<file path="config.mk">
export PLATFORM = sky130hd
export DESIGN_NAME = vvp_front_flat
export DESIGN_NICKNAME = d
export VERILOG_FILES = /design/src/hw/rtl/vvp_pkg.sv /design/src/hw/rtl/vvp_in_if.sv /design/src/hw/rtl/vvp_front.sv /design/src/flat_wrapper.sv
export SDC_FILE = /design/constraint.sdc
export NUM_CORES = 1
export LEC_CHECK = 0
export ABC_AREA = 1
export BUFFER_PORTS_ARGS = -buffer_cell sky130_fd_sc_hd__buf_2
export CORE_MARGIN = 10
export CORE_UTILIZATION = 45
export DETAILED_ROUTE_END_ITERATION = 6
export GPL_ROUTABILITY_DRIVEN = 0
export HOLD_SLACK_MARGIN = 0.12
export PLACE_DENSITY = 0.67
export SKIP_CTS_REPAIR_TIMING = 1
export SYNTH_ARGS = -nofsm -noshare
export SYNTH_HDL_FRONTEND = slang
export SYNTH_SLANG_ARGS = --single-unit
</file>
<file path="constraint.sdc">
create_clock -name clk -period 6.3 [get_ports clk]
set_input_delay 0.63 -clock clk [delete_from_list [all_inputs] [get_ports clk]]
set_output_delay 0.63 -clock clk [all_outputs]
set_load 0.02 [all_outputs]
</file>
<file path="src/hw/rtl/vvp_pkg.sv">
// Shared constants, codes and types of the vertex view/projection transform.
package vvp_pkg;

    localparam int COORD_BITS        = 32;
    localparam int FRACTION_BITS     = 16;
    localparam int SCREEN_COORD_BITS = 16;

    localparam int COEF_COUNT   = 32;
    localparam int COEF_SEL_W   = $clog2(COEF_COUNT);
    localparam int PROJ_BASE    = 16;
    localparam int DIM_BITS     = 15;
    localparam int EPS_BITS     = 17;
    localparam int CFG_DATA_W   = 17;
    localparam int CFG_INDEX_W  = 2;

    localparam int INQ_DEPTH    = 4;
    localparam int OUTQ_DEPTH   = 32;
    localparam int CREDIT_W     = $clog2(OUTQ_DEPTH) + 1;

    localparam logic [DIM_BITS-1:0] WIDTH_RESET  = DIM_BITS'(640);
    localparam logic [DIM_BITS-1:0] HEIGHT_RESET = DIM_BITS'(480);
    localparam logic [EPS_BITS-1:0] EPS_RESET    = EPS_BITS'(1);

    typedef enum logic {
        OP_COEF_WRITE = 1'b0,
        OP_VERTEX     = 1'b1
    } vvp_op_t;

    typedef enum logic [CFG_INDEX_W-1:0] {
        REG_SCREEN_WIDTH  = 2'd0,
        REG_SCREEN_HEIGHT = 2'd1,
        REG_W_EPSILON     = 2'd2
    } vvp_reg_t;

    typedef struct packed {
        logic                         operation;
        logic [COEF_SEL_W-1:0]        coef_select;
        logic signed [COORD_BITS-1:0] coef_value;
        logic signed [COORD_BITS-1:0] vertex_x;
        logic signed [COORD_BITS-1:0] vertex_y;
        logic signed [COORD_BITS-1:0] vertex_z;
        logic                         polygon_end;
    } vvp_item_t;

    typedef struct packed {
        logic [DIM_BITS-1:0] width;
        logic [DIM_BITS-1:0] height;
        logic [EPS_BITS-1:0] eps;
    } vvp_cfg_t;

    typedef struct packed {
        logic                         valid;
        logic signed [COORD_BITS-1:0] px;
        logic signed [COORD_BITS-1:0] py;
        logic signed [COORD_BITS-1:0] pw;
        logic                         polygon_end;
    } vvp_clip_t;

    typedef struct packed {
        logic signed [SCREEN_COORD_BITS-1:0] screen_x;
        logic signed [SCREEN_COORD_BITS-1:0] screen_y;
        logic                                polygon_end_out;
        logic                                w_was_clamped;
        logic                                coord_saturated;
    } vvp_result_t;

endpackage

</file>
<file path="src/hw/rtl/vvp_in_if.sv">
// Input channel carrying coefficient writes and vertices.
interface vvp_in_if
    import vvp_pkg::*;
();
    logic                         valid;
    logic                         ready;
    logic                         operation;
    logic [COEF_SEL_W-1:0]        coef_select;
    logic signed [COORD_BITS-1:0] coef_value;
    logic signed [COORD_BITS-1:0] vertex_x;
    logic signed [COORD_BITS-1:0] vertex_y;
    logic signed [COORD_BITS-1:0] vertex_z;
    logic                         polygon_end;

    modport source (output valid, operation, coef_select, coef_value, vertex_x, vertex_y,
                    vertex_z, polygon_end, input ready);
    modport sink (input valid, operation, coef_select, coef_value, vertex_x, vertex_y,
                  vertex_z, polygon_end, output ready);
endinterface

</file>
<file path="src/hw/rtl/vvp_front.sv">
// Input queue that accepts beats and presents the oldest one for issue.
module vvp_front
    import vvp_pkg::*;
(
    input  logic      clk,
    input  logic      rst_n,
    vvp_in_if.sink    in_ch,
    output vvp_item_t head,
    output logic      head_valid,
    input  logic      pop
);
    localparam int PTR_W = $clog2(INQ_DEPTH);

    vvp_item_t            mem [INQ_DEPTH];
    logic [PTR_W-1:0]     wr_ptr_reg;
    logic [PTR_W-1:0]     rd_ptr_reg;
    logic [PTR_W:0]       count_reg;
    logic [PTR_W:0]       count_next;
    logic                 push;
    logic                 do_pop;

    assign in_ch.ready = (count_reg != (PTR_W + 1)'(INQ_DEPTH));
    assign push        = in_ch.valid && in_ch.ready;
    assign head_valid  = (count_reg != '0);
    assign do_pop      = pop && head_valid;
    assign head        = mem[rd_ptr_reg];

    always_comb
    begin
        count_next = count_reg;
        if (push && !do_pop)
        begin
            count_next = count_reg + 1'b1;
        end
        else if (!push && do_pop)
        begin
            count_next = count_reg - 1'b1;
        end
    end

    always_ff @(posedge clk or negedge rst_n)
    begin
        if (!rst_n)
        begin
            wr_ptr_reg <= '0;
            rd_ptr_reg <= '0;
            count_reg  <= '0;
        end
        else
        begin
            count_reg <= count_next;
            if (push)
            begin
                wr_ptr_reg <= wr_ptr_reg + 1'b1;
            end
            if (do_pop)
            begin
                rd_ptr_reg <= rd_ptr_reg + 1'b1;
            end
        end
    end

    always_ff @(posedge clk)
    begin
        if (push)
        begin
            mem[wr_ptr_reg] <= '{operation:   in_ch.operation,
                                 coef_select: in_ch.coef_select,
                                 coef_value:  in_ch.coef_value,
                                 vertex_x:    in_ch.vertex_x,
                                 vertex_y:    in_ch.vertex_y,
                                 vertex_z:    in_ch.vertex_z,
                                 polygon_end: in_ch.polygon_end};
        end
    end

endmodule

</file>
<file path="src/flat_wrapper.sv">
// flat-port wrapper written by rule: the top's interface ports become plain ports
module vvp_front_flat import vvp_pkg::*;
  (clk, rst_n, head, head_valid, pop, in_ch_valid, in_ch_operation, in_ch_coef_select, in_ch_coef_value, in_ch_vertex_x, in_ch_vertex_y, in_ch_vertex_z, in_ch_polygon_end, in_ch_ready);
  vvp_in_if in_ch_i ();
  input  logic clk;
  input  logic rst_n;
  output vvp_item_t head;
  output logic head_valid;
  input  logic pop;
  input wire logic [$bits(in_ch_i.valid)-1:0] in_ch_valid;
  input wire logic [$bits(in_ch_i.operation)-1:0] in_ch_operation;
  input wire logic [$bits(in_ch_i.coef_select)-1:0] in_ch_coef_select;
  input wire logic [$bits(in_ch_i.coef_value)-1:0] in_ch_coef_value;
  input wire logic [$bits(in_ch_i.vertex_x)-1:0] in_ch_vertex_x;
  input wire logic [$bits(in_ch_i.vertex_y)-1:0] in_ch_vertex_y;
  input wire logic [$bits(in_ch_i.vertex_z)-1:0] in_ch_vertex_z;
  input wire logic [$bits(in_ch_i.polygon_end)-1:0] in_ch_polygon_end;
  output wire logic [$bits(in_ch_i.ready)-1:0] in_ch_ready;
  assign in_ch_i.valid = in_ch_valid;
  assign in_ch_i.operation = in_ch_operation;
  assign in_ch_i.coef_select = in_ch_coef_select;
  assign in_ch_i.coef_value = in_ch_coef_value;
  assign in_ch_i.vertex_x = in_ch_vertex_x;
  assign in_ch_i.vertex_y = in_ch_vertex_y;
  assign in_ch_i.vertex_z = in_ch_vertex_z;
  assign in_ch_i.polygon_end = in_ch_polygon_end;
  assign in_ch_ready = in_ch_i.ready;
  vvp_front u_core (.clk(clk), .rst_n(rst_n), .in_ch(in_ch_i), .head(head), .head_valid(head_valid), .pop(pop));
endmodule
</file>
# Word-level counts from Yosys, hierarchy flattened
# Memory sizes are Yosys's and may differ from the RTL's.
# Cells that the tools add are included.
dict set report word_totals {
  reg_bits 7
  ram_bits 540
  input_bits 139
  elab_cells 21
  memories 1
}
# name depth width rd rd_clocked_by_memory_dff wr line
set memory_table {}
lappend memory_table {u_core.mem 4 135 1 0 1 vvp_front.sv:14} ;# vvp_item_t mem [INQ_DEPTH];
dict set report classes {
  addsub 4
  eq_ne 1
  muxes 4
  reduce_logical 8
}
# operator count
set op_table {}
lappend op_table {{$mux 3} 2}
lappend op_table {{$add 2x1->2 const B} 2}
lappend op_table {{$logic_and 1x1->1} 4}
lappend op_table {{$add 3x1->3 const B} 1}
lappend op_table {{$ne 3x3->1 const B} 1}
lappend op_table {{$reduce_bool 3->1} 1}
lappend op_table {{$sub 3x1->3 const B} 1}
lappend op_table {{$logic_not 1->1} 2}
lappend op_table {{$mux 1} 2}
lappend op_table {{$reduce_bool 2->1} 1}

# Depth between registers and ports, before layout
dict set report logic_depth {
  depth_word 6
  ltp_mapped 12
  mapped_depth_nobuf 12
}

# Worst setup path after synthesis
# OpenSTA, ideal clock, no wires.
dict set report synth_path {
  path_type {register -> register}
  start {register u_core.count_reg[0]}
  end {memory u_core.mem[0][0] (netlist bit) (enable)}
  setup_time_ns 0.632
  arrival_ns 6.539
  setup_slack_ns -0.871
  path_stages_with_launch 5
  n_path_buf 0
  synth_period_minus_slack_ns 7.171
  path_cell_list {dfrtp_1 -> inv_1 -> nand3_1 -> nand2_1 -> nor2_1}
}
dict set report synth_between {
  elab_chain_cells 4
}
# item line
set synth_rtl {}
lappend synth_rtl {{start, declared} vvp_front.sv:17} ;# logic [PTR_W:0] count_reg;
lappend synth_rtl {{start signal, assigned} vvp_front.sv:51} ;# count_reg <= count_next;
lappend synth_rtl {{$ne 3x3->1} vvp_front.sv:22} ;# assign in_ch.ready = (count_reg != (PTR_W + 1)'(INQ_DEPTH));
lappend synth_rtl {{named net in_ch_ready} flat_wrapper.sv:18} ;# output wire logic [$bits(in_ch_i.ready)-1:0] in_ch_ready;
lappend synth_rtl {{$logic_and 1x1->1} vvp_front.sv:23} ;# assign push = in_ch.valid && in_ch.ready;
lappend synth_rtl {{$mux 1} vvp_front.sv:65} ;# if (push)
lappend synth_rtl {{$mux 1 (not written as such)} vvp_front.sv:67} ;# mem[wr_ptr_reg] <= '{operation: in_ch.operation,
lappend synth_rtl {{end, declared} vvp_front.sv:14}
# The timed path passes the listed nets, and every way through them passes these cells.

==> flow_summary.ini <==
[status]
status = finished clean

[detailed_routing]
routed_wl_mm = 46.54
wl_per_cell_microns = 18.19
drtAntennaViolNets = 0
num_vias = 12870
dr.first_iter.drc_count = 810
drcViolationCount = 0
drt_pass1_iterations = 5
vias_per_cell = 5.030

[synth]
synth_seq_cells = 547
yosysWarnings = 0
synthTopCellsByCount = edfxtp_1, nand2_1, inv_1
synth_simple_gate_area_share_pct = 7.506
synth-edff-count = 540
synth_flop_cell = edfxtp_1
synth_top_family_by_area = compound AO/OA/AOI/OAI gates
async_reset_ff_share_pct = 1.280
synth_area_sq_um = 21900
synthXorXnorAreaFrac_pct = 0.03999
synth_fa_ha_area_share_pct = 0.3770
ys_seq_area_share_pct = 74.84
ys_types = 17
synth.net_count = 1779
synthMuxAreaShare_pct = 0
synth_top_area_share_pct = 74.04
synth_area_leaders = edfxtp_1, o211ai_1, nand2_1
synth_compound_area_share_pct = 9.277
yosysTopAreaCell = edfxtp_1
syn_inst = 1634
synth_area_per_cell_sq_um = 13.40
yosysMostFrequentCell = edfxtp_1

[floorplanning]
dieArea_sq_um = 57900
core_sq_um = 47950
rows = 80
die_w_microns = 240.6
io_pins = 276
die_h_microns = 240.6
start_util_pct = 45.68

[placement]
io_buffers = 275
place_inst = 2453
dp_hpwl_mm = 27.85
pre_cts_ws_ns = 3.064

[sta]
rsz0062_at_grt = no
clock_skew_ns = 0.01263
period_minus_slack_ns = 3.836
finalHoldViolCount = 0
setup_tns_ns = 0
setup_ws_ns = 2.464
period_share_pct = 60.89
fmax_ghz = 0.2607
slew_violations = 0
slew_headroom_pct = 31.40
setup_violations = 0
worstMarginPinSlew_ns = 1.029

[cts]
numClockSinks = 547
cts_root_buf = clkbuf_16
clk_latency_ns = 0.59
path_clk_slew_ns = 0.06
cts_tree = built
clockBufferDepth = 3
tritoncts.num_buffers = 54
htree_levels = 2

[layout]
largest_reg_flops = 540
final.fill_count = 3960
final_core_util_pct = 52.64
layout.nets = 2040
stdcell_count = 2558
drive_gt1_share_pct = 18.95
area.growth.synth_to_final_pct = 15.24

[pwr]
p_leak_nw = 10.10
fin_total_pwr_w = 0.01229
peakVddDrop_v = 0.0003619
powerDensity_nw_per_um2 = 487.0

[worst_setup_path]
startpoint_type = flip-flop
arrival_ns = 3.21
end_kind = output pin
slowest_delay_ns = 0.74
rr_worst_depth = 6
cp_cell_sequence = inv_4 > buf_4 > o211ai_1 > nand2_1 > buf_2
cp_slowest_cell = inv_4
cp_data_required_time_ns = 5.67
path_class = reg2out
crit_fanout = 73

[grt]
antenna_found_initial = 7
grt_start_max_net_pins = 217
track_usage_pct = 15.86
grt-ovfl-total = 0
grt_pass1_wl_mm = 71.12
grt_pass1_vias = 12750

[hold_path]
hold_class = in2reg
hold_path_depth = 1

[flow_run]
maxCapViolCount = 0
-- critical path, delay by kind of cell, from the launching register on --
family	cells	cell delay (ns)
AO/OA/AOI/OAI	1	0.19
buffers and inverters	3	1.46
flip-flops	1	0.71
AND/OR/NAND/NOR	1	0.10
-- layout by cell type (no fill, tap or decap), types with 2 or more instances in the layout --
| cell | count |
|---|---|
| bufinv_16 | 3 |
| nor2_4 | 4 |
| o211ai_1 | 270 |
| nand3_1 | 7 |
| dfrtp_1 | 6 |
| buf_2 | 275 |
| inv_1 | 283 |
| clkbuf_1 | 13 |
| buf_4 | 16 |
| clkinvlp_4 | 2 |
| ha_1 | 5 |
| clkinv_1 | 18 |
| edfxtp_1 | 540 |
| clkbuf_16 | 55 |
| diode_2 | 6 |
| clkinv_2 | 6 |
| buf_12 | 2 |
| nand2_1 | 423 |
-- cell type report --
| cell class | instances | area, sq um | share of cell area [%] |
|---|---|---|---|
| Antenna cell | 6 | 15.01 | 0.05949 |
| Inverter | 285 | 1080 | 4.278 |
| Clock buffer | 68 | 1425 | 5.646 |
| Timing Repair Buffer | 294 | 1546 | 6.127 |
| Multi-Input combinational cell | 713 | 3797 | 15.05 |
| Sequential cell | 547 | 16390 | 64.96 |
| Clock inverter | 30 | 211.5 | 0.8378 |
| Tap cell | 615 | 769.5 | 3.049 |
-- through the flow --
stage	hold slack, ns	instance area, sq um
final	0.2477	25240
after global routing	0.2202	25230
after CTS	-0.1730	25210
after detailed placement	0.4751	23580
after global placement	0.4761	23580
after floorplan	0.3344	21900
-- cell families after synthesis --
logic type                 count (synthesis)
xor gates and xnor gates                   1
adders and majority gates                  6
buffers and inverters                    374
and+or+nand+nor                          435
DFF                                      547
AOI/OAI and AO/OA                        271
-- power by group --
part | leakage [nW] | internal (W) | switching, W
logic | 4.28 | 0.00120 | 0.00311
clock network | 0.792 | 0.00171 | 0.00127
registers | 5.03 | 0.00479 | 0.000207
-- final timing paths --
kind,start,end,slack [ns]
max,u_core.rd_ptr_reg[1]$_DFFE_PN0P_,head[125],2.46
min,in_ch_coef_select[0],u_core.mem[1][129]$_DFFE_PP_,0.25
max reg2reg,u_core.count_reg[0]$_DFFE_PN0P_,u_core.mem[1][56]$_DFFE_PP_,3.29
min reg2reg,u_core.count_reg[2]$_DFFE_PN0P_,u_core.count_reg[2]$_DFFE_PN0P_,0.53
max in group asynchronous,rst_n,u_core.rd_ptr_reg[1]$_DFFE_PN0P_,5.69
min in group asynchronous,rst_n,u_core.rd_ptr_reg[0]$_DFFE_PN0P_,0.43
-- layer usage --
layer | share of wire, % | track usage, %
met4 | 2.6 | 6.097
met2 | 52 | 28.43
met1 | 39 | 18.35
met3 | 6.1 | 3.251
met5 | 0.084 | 0
(Power assumes the default switching activity.)
