## src/hw/rtl/vvp_pkg.sv

```systemverilog
// Shared constants, codes and types of the vertex view/projection transform.
package vvp_pkg;

    localparam int COORD_BITS        = 32;
    localparam int FRACTION_BITS     = 16;
    localparam int SCREEN_COORD_BITS = 16;

    localparam int COEF_COUNT   = 32;
    localparam int COEF_SEL_W   = $clog2(COEF_COUNT);
    localparam int PROJ_BASE    = 16;
    localparam int DIM_BITS     = 15;
    localparam int EPS_BITS     = 17;
    localparam int CFG_DATA_W   = 17;
    localparam int CFG_INDEX_W  = 2;

    localparam int INQ_DEPTH    = 4;
    localparam int OUTQ_DEPTH   = 32;
    localparam int CREDIT_W     = $clog2(OUTQ_DEPTH) + 1;

    localparam logic [DIM_BITS-1:0] WIDTH_RESET  = DIM_BITS'(640);
    localparam logic [DIM_BITS-1:0] HEIGHT_RESET = DIM_BITS'(480);
    localparam logic [EPS_BITS-1:0] EPS_RESET    = EPS_BITS'(1);

    typedef enum logic {
        OP_COEF_WRITE = 1'b0,
        OP_VERTEX     = 1'b1
    } vvp_op_t;

    typedef enum logic [CFG_INDEX_W-1:0] {
        REG_SCREEN_WIDTH  = 2'd0,
        REG_SCREEN_HEIGHT = 2'd1,
        REG_W_EPSILON     = 2'd2
    } vvp_reg_t;

    typedef struct packed {
        logic                         operation;
        logic [COEF_SEL_W-1:0]        coef_select;
        logic signed [COORD_BITS-1:0] coef_value;
        logic signed [COORD_BITS-1:0] vertex_x;
        logic signed [COORD_BITS-1:0] vertex_y;
        logic signed [COORD_BITS-1:0] vertex_z;
        logic                         polygon_end;
    } vvp_item_t;

    typedef struct packed {
        logic [DIM_BITS-1:0] width;
        logic [DIM_BITS-1:0] height;
        logic [EPS_BITS-1:0] eps;
    } vvp_cfg_t;

    typedef struct packed {
        logic                         valid;
        logic signed [COORD_BITS-1:0] px;
        logic signed [COORD_BITS-1:0] py;
        logic signed [COORD_BITS-1:0] pw;
        logic                         polygon_end;
    } vvp_clip_t;

    typedef struct packed {
        logic signed [SCREEN_COORD_BITS-1:0] screen_x;
        logic signed [SCREEN_COORD_BITS-1:0] screen_y;
        logic                                polygon_end_out;
        logic                                w_was_clamped;
        logic                                coord_saturated;
    } vvp_result_t;

endpackage

```

## src/hw/rtl/vvp_out_if.sv

```systemverilog
// Output channel carrying screen-space results.
interface vvp_out_if
    import vvp_pkg::*;
();
    logic                                valid;
    logic                                ready;
    logic signed [SCREEN_COORD_BITS-1:0] screen_x;
    logic signed [SCREEN_COORD_BITS-1:0] screen_y;
    logic                                polygon_end_out;
    logic                                w_was_clamped;
    logic                                coord_saturated;

    modport source (output valid, screen_x, screen_y, polygon_end_out, w_was_clamped,
                    coord_saturated, input ready);
    modport sink (input valid, screen_x, screen_y, polygon_end_out, w_was_clamped,
                  coord_saturated, output ready);
endinterface

```

## src/hw/rtl/vvp_outq.sv

```systemverilog
// Result queue that holds finished results until the receiver takes them.
module vvp_outq
    import vvp_pkg::*;
(
    input  logic        clk,
    input  logic        rst_n,
    input  logic        push,
    input  vvp_result_t data,
    output logic        full,
    vvp_out_if.source   out_ch
);
    localparam int PTR_W = $clog2(OUTQ_DEPTH);

    vvp_result_t      mem [OUTQ_DEPTH];
    logic [PTR_W-1:0] wr_ptr_reg;
    logic [PTR_W-1:0] rd_ptr_reg;
    logic [PTR_W:0]   count_reg;
    logic             pop;
    vvp_result_t      head;

    assign full   = (count_reg == (PTR_W + 1)'(OUTQ_DEPTH));
    assign pop    = out_ch.valid && out_ch.ready;
    assign head   = mem[rd_ptr_reg];

    assign out_ch.valid           = (count_reg != '0);
    assign out_ch.screen_x        = head.screen_x;
    assign out_ch.screen_y        = head.screen_y;
    assign out_ch.polygon_end_out = head.polygon_end_out;
    assign out_ch.w_was_clamped   = head.w_was_clamped;
    assign out_ch.coord_saturated = head.coord_saturated;

    always_ff @(posedge clk or negedge rst_n)
    begin
        if (!rst_n)
        begin
            wr_ptr_reg <= '0;
            rd_ptr_reg <= '0;
            count_reg  <= '0;
        end
        else
        begin
            if (push)
            begin
                wr_ptr_reg <= wr_ptr_reg + 1'b1;
            end
            if (pop)
            begin
                rd_ptr_reg <= rd_ptr_reg + 1'b1;
            end
            if (push && !pop)
            begin
                count_reg <= count_reg + 1'b1;
            end
            else if (!push && pop)
            begin
                count_reg <= count_reg - 1'b1;
            end
        end
    end

    always_ff @(posedge clk)
    begin
        if (push)
        begin
            mem[wr_ptr_reg] <= data;
        end
    end

endmodule

```

## src/flat_wrapper.sv

```systemverilog
// flat-port wrapper written by rule: the top's interface ports become plain ports
module vvp_outq_flat import vvp_pkg::*;
  (clk, rst_n, push, data, full, out_ch_valid, out_ch_screen_x, out_ch_screen_y, out_ch_polygon_end_out, out_ch_w_was_clamped, out_ch_coord_saturated, out_ch_ready);
  vvp_out_if out_ch_i ();
  input  logic clk;
  input  logic rst_n;
  input  logic push;
  input  vvp_result_t data;
  output logic full;
  output wire logic [$bits(out_ch_i.valid)-1:0] out_ch_valid;
  output wire logic [$bits(out_ch_i.screen_x)-1:0] out_ch_screen_x;
  output wire logic [$bits(out_ch_i.screen_y)-1:0] out_ch_screen_y;
  output wire logic [$bits(out_ch_i.polygon_end_out)-1:0] out_ch_polygon_end_out;
  output wire logic [$bits(out_ch_i.w_was_clamped)-1:0] out_ch_w_was_clamped;
  output wire logic [$bits(out_ch_i.coord_saturated)-1:0] out_ch_coord_saturated;
  input wire logic [$bits(out_ch_i.ready)-1:0] out_ch_ready;
  assign out_ch_valid = out_ch_i.valid;
  assign out_ch_screen_x = out_ch_i.screen_x;
  assign out_ch_screen_y = out_ch_i.screen_y;
  assign out_ch_polygon_end_out = out_ch_i.polygon_end_out;
  assign out_ch_w_was_clamped = out_ch_i.w_was_clamped;
  assign out_ch_coord_saturated = out_ch_i.coord_saturated;
  assign out_ch_i.ready = out_ch_ready;
  vvp_outq u_core (.clk(clk), .rst_n(rst_n), .push(push), .data(data), .full(full), .out_ch(out_ch_i));
endmodule
```

## config.mk

```make
export PLATFORM = sky130hd
export DESIGN_NAME = vvp_outq_flat
export DESIGN_NICKNAME = d
export VERILOG_FILES = /design/src/hw/rtl/vvp_pkg.sv /design/src/hw/rtl/vvp_out_if.sv /design/src/hw/rtl/vvp_outq.sv /design/src/flat_wrapper.sv
export SDC_FILE = /design/constraint.sdc
export NUM_CORES = 1
export LEC_CHECK = 0
export BUFFER_PORTS_ARGS = -buffer_cell sky130_fd_sc_hd__buf_2
export CAP_MARGIN = 10
export CORE_MARGIN = 1.5
export CORE_UTILIZATION = 65
export DETAILED_ROUTE_END_ITERATION = 10
export PLACE_DENSITY = 0.82
export SETUP_SLACK_MARGIN = 0.1
export SYNTH_ARGS = -nofsm -noshare
export SYNTH_HDL_FRONTEND = slang
export SYNTH_SLANG_ARGS = --single-unit
```

## constraint.sdc

```tcl
create_clock -name clk -period 6.3 [get_ports clk]
set_input_delay 0.63 -clock clk [delete_from_list [all_inputs] [get_ports clk]]
set_output_delay 0.63 -clock clk [all_outputs]
set_load 0.02 [all_outputs]
```

# Word level (Yosys, flattened, before mapping)
# Memory sizes are Yosys's and may differ from the RTL's.
# Index checks and enable logic that the tools add are counted.
# word_totals
reg_bits,16
ram_bits,1120
inputBits,39
wordCells,20
mem_count,1
# memory_table
memory,words,word_bits,rd,rd_clocked_by_memory_dff,write_ports,line,source
u_core.mem,32,35,1,0,1,vvp_outq.sv:14,vvp_result_t mem [OUTQ_DEPTH];
# classes
add_sub_neg,4
eq_ne,1
n_mux,4
reduce_logical,7
# ops
operator,count
$mux W6,2
$add A5 B1 Y5 const B,2
$add A6 B1 Y6 const B,1
$eq A6 B6 Y1 const B,1
$reduce_bool A6 Y1,1
$sub A6 B1 Y6 const B,1
$logic_and A1 B1 Y1,3
$logic_not A1 Y1,2
$mux W1,2
$reduce_bool A2 Y1,1

# Logic depth before layout (Yosys ltp)
# Gate-level depths: netlist of the first run.
# depth
word_depth,5
depth_mapped,10

# Worst setup path after synthesis of the first run
# No wires, ideal clock.
# synth_path
kind,input port to flip-flop
start,input push
end,memory u_core.mem[3][0] (netlist name) (enable)
arrival_ns,3.700
path_slack_ns,2.129
cell_stages,4
n_path_buf,1
path_cell_list,clkbuf_1 -> nand2_1 -> or2_2 -> nor3_1
# synth_between
elab_chain_len,2
# synth_lines
element,line,source
from (decl),flat_wrapper.sv:7,input logic push;
$mux W1,vvp_outq.sv:63,if (push)
$mux W1 (not written as such),vvp_outq.sv:65,mem[wr_ptr_reg] <= data;
to (decl),vvp_outq.sv:14,
# No other way between the ends.

# Worst setup path after layout of the first run
# layout_path
start,register u_core.rd_ptr_reg[1]
end,output out_ch_screen_x[14]
# layout_between
elab_chain_len,1
# layout_lines
element,line,source
from (decl),vvp_outq.sv:16,logic [PTR_W-1:0] rd_ptr_reg;
from (signal assigned),vvp_outq.sv:48,rd_ptr_reg <= rd_ptr_reg + 1'b1;
$mem_v2 Z32 W35,n/a,
to (decl),flat_wrapper.sv:11,output wire logic [$bits(out_ch_i.screen_x)-1:0] out_ch_screen_x;
# No other way between the ends.

==> results of run 1 <==
-- cell families (layout without fill, tap and decap cells) --
| group | after synthesis | count (layout) |
|---|---|---|
| buffers and inverters | 121 | 331 |
| DFF | 1136 | 1136 |
| and+or+nand+nor | 73 | 73 |
| muxes | 352 | 352 |
| AOI/OAI and AO/OA | 258 | 258 |
| xor gates and xnor gates | 11 | 11 |
| adders and majority gates | 11 | 11 |
-- worst paths after layout --
kind | from | end | slack, ps | depth (start not counted)
setup / recovery | u_core.rd_ptr_reg[1] | out_ch_screen_x[14] | 1200 | 7
hold / removal | push | u_core.wr_ptr_reg[0] | 320 | 2
setup reg to reg | u_core.count_reg[4] | u_core.count_reg[5] | 3160 | 10
hold reg to reg | u_core.count_reg[2] | u_core.count_reg[2] | 530 | 2
max in group asynchronous | rst_n | u_core.rd_ptr_reg[2] | 5550 | 2
min in group asynchronous | rst_n | u_core.rd_ptr_reg[0] | 420 | 2
-- area by class of cell --
cell class / instances / area share, %
Tap cell: 864 / 2.24
Clock buffer: 136 / 5.78
Sequential cell: 1136 / 70.7
Timing Repair Buffer: 134 / 1.83
Inverter: 6 / 0.0467
Clock inverter: 55 / 1.04
Multi-Input combinational cell: 705 / 18.4
-- cell usage in the layout, fill, tap and decap left out, drive strengths merged, types with 4 or more instances in the layout --
master and instances:
o21ai 8, nor3 11, bufinv 7, buf 133, dfrtp 16, mux2i 139
inv 9, ha 10, nand3 4, a21oi 70, clkinv 40, nor2 23
clkinvlp 5, nand2 16, mux4 211, a22oi 102, edfxtp 1120, o221ai 68
xor2 4, xnor2 7, clkbuf 136
-- power by group through the flow --
stage / combinational, W / clock, W / sequential, W
6_report: 0.00596 / 0.00612 / 0.00927
5_1_grt: 0.00628 / 0.00642 / 0.00930
4_1_cts: 0.00598 / 0.00617 / 0.00926
3_5_place_dp: 0.00588 / 0 / 0.00940
3_3_place_gp: 0.00576 / 0 / 0.00936
2_1_floorplan: 0.00442 / 0 / 0.00906
-- repair_timing --
item / in CTS / in global routing
hold buffers: 1 / 0
endpoints found under the setup margin: 0 / 0
endpoints found under the hold margin: 16 / 0
-- worst register-to-register path: cells and delay by family (launching register included) --
kind	cells	cell delay (ps)
AND/OR/NAND/NOR	3	1140
XOR/XNOR	1	130
flip-flops	1	410
buffers and inverters	2	260
adder cells (fa/ha/maj)	2	590
AO/OA/AOI/OAI	2	510
-- layer usage --
layer,global-route usage [%],vias to the layer above,routed length (um)
met1,41.3,11500,36000
met3,6.07,292,11000
li1,-,8629,-
met4,14.9,4,4930
met5,0,-,25
met2,51.1,1624,52100
-- stage by stage --
step	std cells	hold WS (ps)	util [%]	worst slack, ps
floorplan	1962	334	-	2130
global placement	2844	492	68.1	2100
detailed placement	2844	520	68.1	2050
CTS	3036	284	73.1	1200
global route	3036	325	73.1	1160
finish	3036	320	73.1	1200
==> reports/results.ini, run 1 <==
[yosys]
netlist_area_um2=43400
synth-edff-count=1120
synth_top_area_share_pct=77.5
synth_top_family_by_area=multiplexers
synth-simple-area-share_pct=0.828
synth-seq-cells=1136
synth_compound_gate_area_share_pct=4.24
synth.lib_cells_used.distinct=47
synth_async_sr_flop_share_pct=1.41
synth_top_cells_by_area=edfxtp_1, mux4_2, mux2i_1
post_synth_inst_count=1962
average_instance_area_after_synthesis_um2=22.1
synth.largest_area_cell=edfxtp_1
synth_most_common_cell=edfxtp_1
synthTopCellsByCount=edfxtp_1, mux4_2, mux2i_1, a22oi_1, a21oi_1
synth-main-ff-cell=edfxtp_1
synth-xor-area-share_pct=0.222
synth-seq-area-share_pct=78.5
synthesis.nets=2012
yosys_warnings=0
synth_mux_area_share_pct=14.2
synthesized_area_fraction_occupied_by_adder_cells_pct=0.335

[clocking]
clockRootBuffer=clkbuf_16
numClockSinks=1136
cts_setup_buffers=0
cts_made_buffers=107
cts_resized=0
ctsLongestPathBuffers=3
cts_max_level=3
clk_pin_slew_worst_paths_ps=70
clock_tree_from_tritoncts=yes
clock_latency_ps=680

[sta]
worst_pin_slew_ps=1140
clock_skew_ps=31.0
fmaxAchievable_mhz=196
post-route-period-util_pct=80.9
setup_viol_count_final=0
timing.max_slew.rel_slack_pct=23.7
rsz_0062_raised_after_global_routing=no
finalHoldViolations=0
final.min_clock_period_ps=5100
pins_over_slew_limit=0
finalSetupTns_ps=0

[cells_and_area]
num-fill-cells=3473
final_net_count=2140
drive_above_1_share_pct=24.5
regArea_um2=34000
largest_register_ff_count=1120
multiInputGateArea_um2=8860
finished_layout_cell_area_um2=48200
areaGrowthSynthToFinish_pct=11.1
antennaDiodeCount=0

[global_routing]
grt_first_pass_wirelength_mm=149
antenna_violations_before_repair=2
grt_start_max_net_pins=83
grt_pass1_vias=22400
globalRouteOverflowTotal=0
globalRouteTotalUtil_pct=31.3

[setup_path]
slowest_delay_ps=1070
maximum_fanout_along_the_worst_path=49
path_cells=buf_4, nor2b_4, buf_4, a22o_1, a2111oi_2, a311oi_1, buf_2
worst_ep_arrival_time_ps=4470
kind_of_start_point_of_the_critical_path=flip-flop
critical_path.slowest_cell=dfrtp_4
timing.critical_path.mode_cell=buf_4
worst_path_required_ps=5670
critical_path_class=flip-flop to output port
timing.critical_path.to_type=output port
cell_class_contributing_the_biggest_share_of_worst_path_delay=buffers and inverters
worst-path-buf-inv=3

[power]
power.leakage_nw=15.4
power.total_w=0.0214
power.density_cell_area_nw_per_um2=443
clkPwrFrac_pct=28.7
p_int_w=0.0146
power.share.combinational_pct=27.9
power.sequential.fraction_pct=43.4
vdd_ir_drop_max_v=0.000330
total_switching_power_w=0.00672
netSwitchingFraction_pct=31.4

[worst_hold_path]
min-delay-path-class=input pin to flip-flop

[routing]
route.detailed.wl_per_inst_um=34.3
via_count=22000
dr_vias_cell=7.25
drt_drc_violations_left=0
dr.pass1.iters=6
dr.first_iter.drc_count=3336
ant_nets=0
drt_wirelength_mm=104

[place]
placed_area_um2=44900
dp_hpwl_mm=51.6
io_buffer_count=75
place_congestion=0.789

[flow_run]
max-cap-violations=0

[floorplanning]
die_height_um=261
die_w_um=261
io_pins=76
num_rows=94
initial_core_util_pct=65.9
dieArea_um2=68300
coreArea_um2=65900

[run_status]
status=finished, final reports clean

Power figures use the tool's default switching activity.
==> run 2, diff against run 1 <==
--- a/config.mk
+++ b/config.mk
@@ -8,9 +8,9 @@
 export BUFFER_PORTS_ARGS = -buffer_cell sky130_fd_sc_hd__buf_2
 export CAP_MARGIN = 10
 export CORE_MARGIN = 1.5
-export CORE_UTILIZATION = 65
+export CORE_UTILIZATION = 62
 export DETAILED_ROUTE_END_ITERATION = 10
-export PLACE_DENSITY = 0.82
+export PLACE_DENSITY = 0.79
 export SETUP_SLACK_MARGIN = 0.1
 export SYNTH_ARGS = -nofsm -noshare
 export SYNTH_HDL_FRONTEND = slang
==> constraint.sdc (replaced) <==
create_clock -name clk -period 4.9 [get_ports clk]
set_input_delay 0.49 -clock clk [delete_from_list [all_inputs] [get_ports clk]]
set_output_delay 0.49 -clock clk [all_outputs]
set_load 0.02 [all_outputs]
==> reports/results.ini, run 2 (same netlist as run 1, synthesis figures left out) <==
[run_status]
status=finished, final reports clean  ; unchanged

[clocking]
numClockSinks=1136  ; unchanged
cts_max_level=3  ; unchanged
cts_setup_buffers=0  ; unchanged
clk_pin_slew_worst_paths_ps=60  ; was 70 ps
clock_latency_ps=680  ; about the same
cts-hold-fix-buffers=1  ; unchanged
ctsLongestPathBuffers=3  ; unchanged
clock_tree_from_tritoncts=yes  ; unchanged
cts_resized=0  ; unchanged
cts_made_buffers=108  ; was 107
clockRootBuffer=clkbuf_16  ; unchanged

[setup_path]
maximum_fanout_along_the_worst_path=37  ; was 49
slowest_delay_ps=870  ; was 1070 ps
critical_path.slowest_cell=dfrtp_4  ; unchanged
worst_ep_arrival_time_ps=3690  ; was 4470 ps
critical_path_class=flip-flop to output port  ; unchanged
path_cells=nor2b_4, buf_4, a22o_1, a2111oi_2, a311oi_1, buf_2  ; was buf_4, nor2b_4, buf_4, a22o_1, a2111oi_2, a311oi_1, buf_2
kind_of_start_point_of_the_critical_path=flip-flop  ; unchanged
timing.critical_path.to_type=output port  ; unchanged
worst_path_required_ps=4410  ; was 5670 ps

[sta]
finalSetupTns_ps=0  ; unchanged
rsz_0062_raised_after_global_routing=no  ; unchanged
post-route-period-util_pct=85.3
clock_skew_ps=30.7  ; was 31.0 ps
final.min_clock_period_ps=4180
timing.max_slew.rel_slack_pct=10.9  ; was 23.7%
worst_pin_slew_ps=1330  ; was 1140 ps
setup_viol_count_final=0  ; unchanged
fmaxAchievable_mhz=239
finalHoldViolations=0  ; unchanged
pins_over_slew_limit=0  ; unchanged

[place]
dp_hpwl_mm=54.1  ; was 51.6 mm
placed_area_um2=45200  ; was 44900 um^2
place_congestion=0.825  ; was 0.789
io_buffer_count=75  ; unchanged

[cells_and_area]
layout_common_cells=edfxtp_1, mux4_2, mux2i_1  ; unchanged
drive_above_1_share_pct=25.6  ; was 24.5%
areaGrowthSynthToFinish_pct=12.6  ; was 11.1%
regArea_um2=34000  ; unchanged
final_net_count=2158  ; was 2140
mostFrequentLayoutCell=edfxtp_1  ; unchanged
multiInputGateArea_um2=8860  ; unchanged
antennaDiodeCount=0  ; unchanged
num-fill-cells=3890  ; was 3473
largest_register_ff_count=1120  ; unchanged
finished_layout_cell_area_um2=48900  ; was 48200 um^2

[routing]
via_count=22200  ; was 22000
drt_wirelength_mm=108  ; was 104 mm
dr.pass1.iters=6  ; unchanged
dr_vias_cell=7.08  ; was 7.25
dr.first_iter.drc_count=2857  ; was 3336
ant_nets=0  ; unchanged
route.detailed.wl_per_inst_um=34.6  ; was 34.3 um
drt_drc_violations_left=0  ; unchanged

[floorplanning]
die_w_um=268  ; was 261 um
io_pins=76  ; unchanged
dieArea_um2=71600  ; was 68300 um^2
die_height_um=268  ; was 261 um
num_rows=96  ; was 94
initial_core_util_pct=62.9  ; was 65.9%
coreArea_um2=68900  ; was 65900 um^2

[global_routing]
globalRouteOverflowTotal=0  ; unchanged
antenna_violations_before_repair=1  ; was 2
globalRouteTotalUtil_pct=30.9  ; was 31.3%
grt_start_max_net_pins=72  ; was 83
grt_pass1_vias=22600  ; was 22400
grt_first_pass_wirelength_mm=154  ; was 149 mm

[worst_hold_path]
min-delay-path-class=input pin to flip-flop  ; unchanged

[power]
vdd_ir_drop_max_v=0.000456  ; was 0.000330 V
power.density_cell_area_nw_per_um2=581  ; was 443 nW/um^2
power.leakage_nw=15.7  ; was 15.4 nW

[flow_run]
max-cap-violations=0  ; unchanged

## run 2: cell count changes in the layout (fill, tap and decap cells not counted), sizes merged
cell / previous run / this run
buf: 133 / 150
clkinv: 40 / 57
clkbuf: 136 / 122
bufinv: 7 / 18
clkinvlp: 5 / 3
inv: 9 / 8
## run 2: metal layers
layer	vias up	part of all wire, %	track usage (%)
met4	2	5.1	15.1
li1	8669	-	-
met3	331	11	5.45
met2	1667	50	51.1
met5	-	0.013	0
met1	11500	35	40.3
## run 2: critical path: cells and delay by family, from the launching register on
family,cells,cell delay (ps)
AOI/OAI and AO/OA,3,900
DFF,1,870
buffers and inverters,2,690
and+or+nand+nor,1,550
## run 2: per-stage QoR
step	std cells	worst slack, ps	util [%]	total power, W	hold slack, ps
2_1_floorplan	1962	869	-	0.0173	194
3_3_place_gp	2928	1530	65.5	0.0196	461
3_5_place_dp	2928	1400	65.5	0.0198	470
4_1_cts	3131	711	70.9	0.0284	177
5_1_grt	3131	681	70.9	0.0292	214
6_report	3131	718	70.9	0.0284	192
## run 2: area by class of cell
class / count / area share (%)
sequential: 1136 / 69.7
multi-input combinational: 705 / 18.1
clock buffer: 122 / 5.68
tap: 931 / 2.38
timing repair buffer: 151 / 2.27
clock inverter: 80 / 1.80
inverter: 6 / 0.0461
## run 2: power by group
| part | internal, W | leakage (nW) | switching, W |
|---|---|---|---|
| Clock | 0.00502 | 1.79 | 0.00357 |
| Combinational | 0.00323 | 3.65 | 0.00475 |
| Sequential | 0.0113 | 10.3 | 0.000506 |
## run 2: worst paths after layout
path	cells after the start	slack (ps)	end	startpoint
min in group asynchronous	2	310	u_core.wr_ptr_reg[2]	rst_n
hold / removal	2	190	u_core.wr_ptr_reg[0]	push
hold reg to reg	1	530	u_core.count_reg[5]	u_core.count_reg[5]
setup / recovery	6	720	out_ch_screen_x[14]	u_core.rd_ptr_reg[1]
setup reg to reg	10	1620	u_core.count_reg[5]	u_core.count_reg[4]
max in group asynchronous	2	4210	u_core.rd_ptr_reg[2]	rst_n
